--- config.mk ---
export PLATFORM = sky130hd
export DESIGN_NAME = mfp_mul
export DESIGN_NICKNAME = d
export VERILOG_FILES = /design/src/design/multi_family_prng_defines.svh /design/src/design/mfp_pkg.sv /design/src/design/mfp_mul.sv
export SDC_FILE = /design/constraint.sdc
export NUM_CORES = 2
export LEC_CHECK = 0
export BUFFER_PORTS_ARGS = -buffer_cell sky130_fd_sc_hd__buf_2
export CAP_MARGIN = 5
export CORE_ASPECT_RATIO = 1.5
export CORE_MARGIN = 5
export CORE_UTILIZATION = 40
export CTS_BUF_LIST = sky130_fd_sc_hd__clkbuf_8 sky130_fd_sc_hd__clkbuf_16
export DETAILED_ROUTE_END_ITERATION = 16
export PLACE_DENSITY_LB_ADDON = 0.2
export SETUP_SLACK_MARGIN = 0.2
export SYNTH_ARGS = -nofsm -noshare
export SYNTH_HDL_FRONTEND = slang
export SYNTH_SLANG_ARGS = --single-unit
export TNS_END_PERCENT = 5
--- constraint.sdc ---
create_clock -name clk -period 8.37 [get_ports clk]
set_input_delay 0.4185 -clock clk [delete_from_list [all_inputs] [get_ports clk]]
set_output_delay 0.4185 -clock clk [all_outputs]
set_load 0.03 [all_outputs]
--- src/design/multi_family_prng_defines.svh ---
// Assertion macros shared by the generator RTL.
// Each macro expects clk and rst_n in scope at the point of use.
`ifndef MULTI_FAMILY_PRNG_DEFINES_SVH
`define MULTI_FAMILY_PRNG_DEFINES_SVH

// Same-cycle implication, checked outside reset
`define MFP_ASSERT_IMP(lbl, ante, cons) \
  lbl: assert property (@(posedge clk) disable iff (!rst_n) (ante) |-> (cons)) \
    else $error("mfp assertion failed");

// Next-cycle implication, checked outside reset
`define MFP_ASSERT_NXT(lbl, ante, cons) \
  lbl: assert property (@(posedge clk) disable iff (!rst_n) (ante) |=> (cons)) \
    else $error("mfp assertion failed");

`endif

--- src/design/mfp_pkg.sv ---
// Package for the multi-family generator: family codes, commands, constants
// and the request/response structs of the shared multiplier. No dependencies.
`default_nettype none

package mfp_pkg;

  // Family codes
  localparam logic [3:0] FAM_LCG48      = 4'd0;
  localparam logic [3:0] FAM_LCG15      = 4'd1;
  localparam logic [3:0] FAM_LCG31      = 4'd2;
  localparam logic [3:0] FAM_XS32       = 4'd3;
  localparam logic [3:0] FAM_XS64S      = 4'd4;
  localparam logic [3:0] FAM_SPLITMIX   = 4'd5;
  localparam logic [3:0] FAM_PCG32      = 4'd6;
  localparam logic [3:0] FAM_LCG64      = 4'd7;
  localparam logic [3:0] FAM_XOSHIRO256 = 4'd8;
  localparam logic [3:0] FAM_XOSHIRO128 = 4'd9;
  localparam logic [3:0] FAM_XOROSHIRO  = 4'd10;
  localparam logic [3:0] FAM_PCG64      = 4'd11;

  // Commands
  localparam logic CMD_LOAD = 1'b0;
  localparam logic CMD_DRAW = 1'b1;

  // Arithmetic constants
  localparam logic [63:0] LCG48_MUL   = 64'h0000_0005_DEEC_E66D;
  localparam logic [63:0] LCG48_ADD   = 64'd11;
  localparam logic [63:0] LCG15_MUL   = 64'd214013;
  localparam logic [31:0] LCG15_ADD   = 32'd2531011;
  localparam logic [63:0] LCG31_MUL   = 64'd1103515245;
  localparam logic [31:0] LCG31_ADD   = 32'd12345;
  localparam logic [63:0] XS64S_MUL   = 64'h2545_F491_4F6C_DD1D;
  localparam logic [63:0] SM_GAMMA    = 64'h9E37_79B9_7F4A_7C15;
  localparam logic [63:0] SM_MUL1     = 64'hBF58_476D_1CE4_E5B9;
  localparam logic [63:0] SM_MUL2     = 64'h94D0_49BB_1331_11EB;
  localparam logic [63:0] LCG64_MUL   = 64'h5851_F42D_4C95_7F2D;
  localparam logic [63:0] LCG64_ADD   = 64'h1405_7B7E_F767_814F;
  localparam logic [63:0] P64_ML      = 64'h4385_DF64_9FCC_F645;
  localparam logic [63:0] P64_MH      = 64'h2360_ED05_1FC6_5DA4;
  localparam logic [63:0] P64_INC_HI  = 64'h5851_F42D_4C95_7F2D;

  // Multiplier request and response
  typedef struct packed {
    logic        start;
    logic [63:0] x;
    logic [63:0] y;
  } mfp_mul_req_t;

  typedef struct packed {
    logic         done;
    logic [127:0] prod;
  } mfp_mul_rsp_t;

endpackage

`default_nettype wire

--- src/design/mfp_mul.sv ---
// Shared 64x64 -> 128 multiplier built from one 32x32 multiplier, one
// partial product per cycle. Depends on mfp_pkg.
`default_nettype none

module mfp_mul
  import mfp_pkg::*;
(
  input  wire logic         clk,
  input  wire logic         rst_n,
  input  wire mfp_mul_req_t req,
  output mfp_mul_rsp_t      rsp
);

  logic [63:0]  x_r, x_nxt, y_r, y_nxt;
  logic [127:0] acc_r, acc_nxt;
  logic [63:0]  pp_r, pp_nxt;
  logic [1:0]   sh_r, sh_nxt;
  logic         pp_vld_r, pp_vld_nxt;
  logic [2:0]   cnt_r, cnt_nxt;
  logic         busy_r, busy_nxt;
  logic         done_r, done_nxt;
  logic [31:0]  opx, opy;

  // Pick halves for the current partial product
  assign opx = cnt_r[0] ? x_r[63:32] : x_r[31:0];
  assign opy = cnt_r[1] ? y_r[63:32] : y_r[31:0];

  always_comb begin
    x_nxt      = x_r;
    y_nxt      = y_r;
    acc_nxt    = acc_r;
    pp_nxt     = pp_r;
    sh_nxt     = sh_r;
    pp_vld_nxt = 1'b0;
    cnt_nxt    = cnt_r;
    busy_nxt   = busy_r;
    done_nxt   = 1'b0;

    // Accumulate the registered partial product at its weight
    if (pp_vld_r) begin
      unique case (sh_r)
        2'd0:    acc_nxt = acc_r + {64'd0, pp_r};
        2'd1:    acc_nxt = acc_r + {32'd0, pp_r, 32'd0};
        default: acc_nxt = acc_r + {pp_r, 64'd0};
      endcase
    end

    if (req.start) begin
      x_nxt    = req.x;
      y_nxt    = req.y;
      acc_nxt  = '0;
      cnt_nxt  = 3'd0;
      busy_nxt = 1'b1;
    end else if (busy_r) begin
      if (cnt_r[2]) begin
        busy_nxt = 1'b0;
        done_nxt = 1'b1;
      end else begin
        pp_nxt     = {32'd0, opx} * {32'd0, opy};
        sh_nxt     = {1'b0, cnt_r[0]} + {1'b0, cnt_r[1]};
        pp_vld_nxt = 1'b1;
        cnt_nxt    = cnt_r + 3'd1;
      end
    end
  end

  always_ff @(posedge clk) begin
    x_r    <= x_nxt;
    y_r    <= y_nxt;
    acc_r  <= acc_nxt;
    pp_r   <= pp_nxt;
    sh_r   <= sh_nxt;
    cnt_r  <= cnt_nxt;
    if (!rst_n) begin
      busy_r   <= 1'b0;
      done_r   <= 1'b0;
      pp_vld_r <= 1'b0;
    end else begin
      busy_r   <= busy_nxt;
      done_r   <= done_nxt;
      pp_vld_r <= pp_vld_nxt;
    end
  end

  assign rsp.done = done_r;
  assign rsp.prod = acc_r;

endmodule

`default_nettype wire

After elaboration in Yosys (flattened, before gate mapping)
Cells that the tools add are included.

cells by class
  add/sub/neg operators = 5
  multipliers = 1
  equal/unequal tests = 1
  mux-type cells = 8
  bitwise gates (word level) = 4
  reductions and logical operators = 5

operators by type and width
  operator                                                                count
  128-bit case mux with 2 select lines                                    1
  128-bit adder                                                           1
  128-bit by 64-bit adder with 128-bit output                             1
  128-bit by 96-bit adder with 128-bit output                             1
  32-bit by 32-bit multiplier with 64-bit output                          1
  32-bit 2-to-1 mux                                                       2
  1-bit 2-to-1 mux                                                        4
  1-bit inverter                                                          4
  3-bit by 1-bit adder with 3-bit output (second input constant)          1
  3-bit 2-to-1 mux                                                        1
  3-bit AND reduction                                                     1
  3-bit OR reduction                                                      1
  1-bit by 1-bit adder with 2-bit output                                  1
  2-bit by 1-bit equality test with 1-bit output (second input constant)  1
  2-bit zero test                                                         1
  2-bit AND reduction                                                     1
  2-bit OR reduction                                                      1

storage, ports and cells
  register bits after elaboration = 328
  bits of input ports = 131
  logic and storage cells = 34

Logic depth before layout (Yosys ltp)
  depth after elaboration = 3
  mapped depth = 32
  mapped depth without buffers = 28

Worst setup path before layout
No wires, ideal clock.

  path type = register -> register
  from = reg cnt_r[1]
  to = reg pp_r[60] (data pin)
  setup time = 269 ps
  data arrival time = 8584 ps
  slack = -482 ps
  stages on the path, launching flop included = 30
  period minus slack after synthesis = 8852 ps
  cell sequence = dfxtp_1 > clkbuf_1 > buf_1 > buf_1 > mux2i_1 > clkbuf_1 > nor2_1 > fa_1 > fa_1 > inv_1 > fa_1 > fa_1 > fa_1 > inv_1 > fa_1 > fa_1 > fa_1 > ha_1 > clkbuf_1 > and4_1 > nand3_1 > nor3_1 > o21ai_0 > a21boi_1 > a31oi_1 > o31a_1 > o21bai_1 > a211oi_1 > o31ai_1 > xor2_1

on the way
  cells in the longest elaborated chain, start to end = 2

RTL lines
  element                                         RTL line       text
  start, declared                                 mfp_mul.sv:19  logic [2:0] cnt_r, cnt_nxt;
  start signal, assigned                          mfp_mul.sv:73  cnt_r <= cnt_nxt;
  32-bit 2-to-1 mux                               mfp_mul.sv:26  assign opy = cnt_r[1] ? y_r[63:32] : y_r[31:0];
  32-bit by 32-bit multiplier with 64-bit output  mfp_mul.sv:59  pp_nxt = {32'd0, opx} * {32'd0, opy};
  end signal, assigned                            mfp_mul.sv:71  pp_r <= pp_nxt;
  end, declared                                   mfp_mul.sv:16  logic [63:0] pp_r, pp_nxt;

Every way passes these cells.
A chain may end at the register's enable or synchronous reset.

Final worst setup path
Ends and elaborated chain as after synthesis.

==> flow_summary.rst <==
.. list-table::
   :header-rows: 1

   * - Metric
     - Value
   * - Outcome
     - complete, no violations
   * - Most area-hungry cell type in the Yosys netlist
     - sky130_fd_sc_hd__fa_1
   * - Max_cap viols
     - 0
   * - Die span in y
     - between 400 and 500 um
   * - Post-Synthesis Net Count
     - 8,267
   * - Half-perimeter wire length of the detailed placement result
     - ~220 mm
   * - Gate Count Post-Synth
     - around 6,800
   * - Chip Width
     - approximately 320 um
   * - Share of layout cells above drive strength 1
     - about 15%
   * - Number of remaining DRC errors
     - 0
   * - Synthesis-to-layout area growth
     - 18.6%
   * - Number of distinct standard cells referenced by the synthesized netlist
     - 89
   * - Total overflow reported by the global router
     - 0
   * - Routed wire per std cell
     - approximately 29 um
   * - Crit path launch type
     - register
   * - Register-to-register setup slack
     - approximately 0.08 ns
   * - Arrival time worst endpoint
     - roughly 8.7 ns
   * - Mean area per synthesized cell
     - 8.57 um2
   * - Maximum number of buffers from clock root to sink
     - 3
   * - EDFF count, synth
     - around 190
   * - Slew at the pin closest to its max-slew limit
     - about 1.4 ns
   * - Initial detailed-routing violation count
     - about 4,400
   * - Core Rows
     - 171
   * - H-tree levels
     - 2
   * - Ys async rst share
     - 0%
   * - Endpoint of the worst-slack reg-to-reg timing path
     - pp_r[60]
   * - Total standard cell area after synthesis
     - roughly 58,000 um2
   * - Post-synth top cells
     - 948 x sky130_fd_sc_hd__inv_1, 899 x sky130_fd_sc_hd__fa_1, 845 x sky130_fd_sc_hd__nor2_1
   * - Number of fill cells in the layout
     - 14,121
   * - Library cell contributing the largest single delay on the critical path
     - sky130_fd_sc_hd__fa_1
   * - Remaining antenna violation count
     - 0
   * - Number of search-and-repair iterations in the first detailed-routing pass
     - 6
   * - Routed WL
     - approximately 270 mm
   * - Finished layout cell area
     - 68,900 um2
   * - Clock insertion delay at the later pin of the skew report
     - around 0.65 ns
   * - Floorplan die area
     - between 150,000 and 200,000 um2
   * - Time the final worst path needs with I/O delays and setup
     - about 8.3 ns
   * - Final RePlAce weighted congestion
     - approximately 1.1
   * - End of the worst hold path
     - x_r[13]
   * - Routed wl met3
     - 16.1 mm
   * - Hold Fails Final Rpt
     - 0
   * - Unrepaired setup endpoints after global routing
     - true
   * - Reg2reg path depth
     - 32
   * - Number of port buffers
     - around 260
   * - Synth area leaders
     - sky130_fd_sc_hd__fa_1 31%, sky130_fd_sc_hd__edfxtp_1 10%, sky130_fd_sc_hd__ha_1 9.8%
   * - Boundary Pins
     - 260
   * - Post-route met1 wirelength
     - between 90 and 100 mm
   * - Number of buffers added by the clock tree synthesis step
     - 39
   * - Delay contributed by the slowest stage of the critical path
     - ~0.54 ns
   * - Routed length on met2
     - roughly 130 mm
   * - Initial antenna violation count
     - 1
   * - CP dominant cell by count
     - sky130_fd_sc_hd__fa_1
   * - Count of synthesis-stage warnings from yosys
     - 0
   * - Share of the yosys chip area belonging to registers
     - roughly 15%
   * - Instance area at placement
     - 65,200 um2
   * - Worst hold path depth
     - 1
   * - Clock sinks
     - 328
   * - Most repeated cell in the gate-level netlist after synthesis
     - sky130_fd_sc_hd__inv_1
   * - Share of the clock period used by the worst path
     - roughly 99%
   * - Most frequently used flop master after synthesis
     - sky130_fd_sc_hd__edfxtp_1
   * - Aggregate global-route resource usage
     - 34.2%
   * - Max Clock Freq
     - 0.121 GHz
   * - Largest fanout on the critical path
     - 7
   * - Initial core utilization
     - 40.2%
   * - Maximum number of pins on one net before global-route repair
     - roughly 90
   * - Class of the tightest hold or removal check
     - in -> reg
   * - Number of flip-flops and latches in the synthesized netlist
     - between 300 and 400
   * - Critical R2R Launch
     - cnt_r[1]
   * - HP Start
     - req[77]
   * - Category of the most critical setup path
     - reg -> reg
   * - Routed via count divided by cell count
     - 5.74
   * - Fin. max-slew vios
     - 0
   * - Wire length of the first global-routing pass
     - between 300 and 400 mm
   * - Buffers plus inverters on the worst setup path
     - 10
   * - Data required time at the worst endpoint
     - approximately 9 ns
   * - CTS tree
     - built
   * - Number of failing setup endpoints in the final timing report
     - 0
   * - Vias in the first global route
     - 56,006
   * - Worst Skew
     - about 0.05 ns
   * - Total vias in the final route
     - roughly 54,000
   * - Proportion of netlist area held by the largest area contributor
     - a little under a third
   * - Kind of end point of the critical path
     - register
   * - Relative slew slack
     - 8.10%
   * - Critical path's top delay family
     - adder cells
   * - Final #Nets
     - around 8,900
   * - Clock-pin slew on the worst setup and hold paths
     - 0.06 ns
   * - Root Driver
     - sky130_fd_sc_hd__clkbuf_16
   * - CORE AREA
     - 145,000 um2
   * - Highest metal layer with signal wires
     - met4
-- worst reg2reg max path, delay by kind of cell, from the launching register on --
family | cells | cell delay [ns]
XOR/XNOR | 1 | 0.10
AND/OR/NAND/NOR | 2 | 0.13
flip-flops | 1 | 0.45
buffers and inverters | 10 | 1.30
multiplexers | 1 | 0.30
adder cells (fa/ha/maj) | 9 | 4.21
AO/OA/AOI/OAI | 9 | 1.58
-- how the worst max path moves through the flow --
stage / cells after the start / to / slack, ns / from
6_report: 32 / pp_r[60] / 0.08 / cnt_r[1]
3_5_place_dp: 30 / pp_r[60] / -0.46 / cnt_r[0]
3_3_place_gp: 29 / pp_r[60] / -0.43 / cnt_r[0]
2_1_floorplan: 28 / pp_r[60] / 0.20 / cnt_r[1]
5_1_grt: 33 / pp_r[60] / -0.12 / cnt_r[0]
4_1_cts: 33 / pp_r[63] / 0.06 / cnt_r[0]
-- area by class of cell --
cell class                 count  area (um2)  area share (%)
multi-input combinational   5156       45500            66.0
sequential                   328        8520            12.4
tap                         1903        2380            3.45
clock inverter                31         307           0.445
antenna                        5        12.5          0.0182
clock buffer                  40        1000            1.45
timing repair buffer         926        7620            11.1
inverter                     951        3570            5.18
-- cell families after synthesis --
group                      Yosys count  synth area share [%]
and+or+nand+nor                   2150                  15.9
adders and majority gates         1354                  40.8
muxes                              139                  2.53
DFF                                328                  14.6
buffers and inverters             1298                  8.43
xor gates and xnor gates           242                  3.65
AOI/OAI and AO/OA                 1271                  14.1
-- flip-flops by register name (all words and copies together) (netlist names) --
register  cells
acc_r       128
pp_r         64
x_r          64
y_r          64
cnt_r         3
sh_r          2
busy_r        1
done_r        1
pp_vld_r      1
-- placed cells by master, fill, tap and decap left out, types with 17 or more instances in the layout --
cell type                       netlist  layout
sky130_fd_sc_hd__a211oi_1            53      50
sky130_fd_sc_hd__a21o_1             125     125
sky130_fd_sc_hd__a21oi_1            422     408
sky130_fd_sc_hd__a221oi_1            25      24
sky130_fd_sc_hd__a31oi_1             48      47
sky130_fd_sc_hd__and2_1              30      28
sky130_fd_sc_hd__and3_1              52      51
sky130_fd_sc_hd__buf_12               0      64
sky130_fd_sc_hd__buf_2               15     258
sky130_fd_sc_hd__buf_4                2     439
sky130_fd_sc_hd__buf_6                0      29
sky130_fd_sc_hd__clkbuf_16            0      42
sky130_fd_sc_hd__dfxtp_1            134     131
sky130_fd_sc_hd__dlygate4sd3_1        0     127
sky130_fd_sc_hd__edfxtp_1           194     194
sky130_fd_sc_hd__fa_1               899     877
sky130_fd_sc_hd__fa_2                 0      22
sky130_fd_sc_hd__ha_1               455     448
sky130_fd_sc_hd__inv_1              948     949
sky130_fd_sc_hd__mux2_2              63      47
sky130_fd_sc_hd__mux2i_1             76      25
sky130_fd_sc_hd__mux2i_2              0      28
sky130_fd_sc_hd__mux2i_4              0      23
sky130_fd_sc_hd__nand2_1            799     797
sky130_fd_sc_hd__nand3_1             94      93
sky130_fd_sc_hd__nand4_1            104     104
sky130_fd_sc_hd__nor2_1             845     838
sky130_fd_sc_hd__nor2b_1             26      26
sky130_fd_sc_hd__nor3_1              71      69
sky130_fd_sc_hd__nor4_1              24      24
sky130_fd_sc_hd__o211ai_1            32      32
sky130_fd_sc_hd__o21a_1              42      41
sky130_fd_sc_hd__o21ai_0            234     224
sky130_fd_sc_hd__o21bai_1            65      63
sky130_fd_sc_hd__o221ai_1            17      17
sky130_fd_sc_hd__o31ai_1             27      24
sky130_fd_sc_hd__or2_2               21      21
sky130_fd_sc_hd__or3_1               21      21
sky130_fd_sc_hd__xnor2_1            166     166
sky130_fd_sc_hd__xor2_1              76      76
-- stage by stage --
step	setup WS, ns	instances	utilization (%)	hold WS, ns	setup TNS (ns)
6_report	0.0786	9340	47.7	0.0249	0
2_1_floorplan	0.195	6782	-	0.451	0
5_1_grt	-0.123	9335	47.7	0.0124	-0.699
4_1_cts	0.0588	9306	47.0	0.0132	0
3_5_place_dp	-0.455	9100	45.1	0.465	-4.79
3_3_place_gp	-0.431	9100	45.1	0.460	-4.28
-- timing repair --
item,4_1_cts,5_1_grt
setup endpoints to repair,24,28
pin swaps,7,43
hold endpoints to repair,127,0
buffers inserted,8,26
resized for setup,44,128
hold buffers,127,0
gates cloned,0,3
-- layer usage --
metal,global-route usage (%),vias to the layer above
li1,-,23649
met1,37.0,26634
met2,59.2,2479
met3,4.79,888
met4,28.0,0
met5,0,-
Power is left out: the tool's default activity adds up to more than one toggle a clock period on the data nets, which glitch-free logic cannot reach.
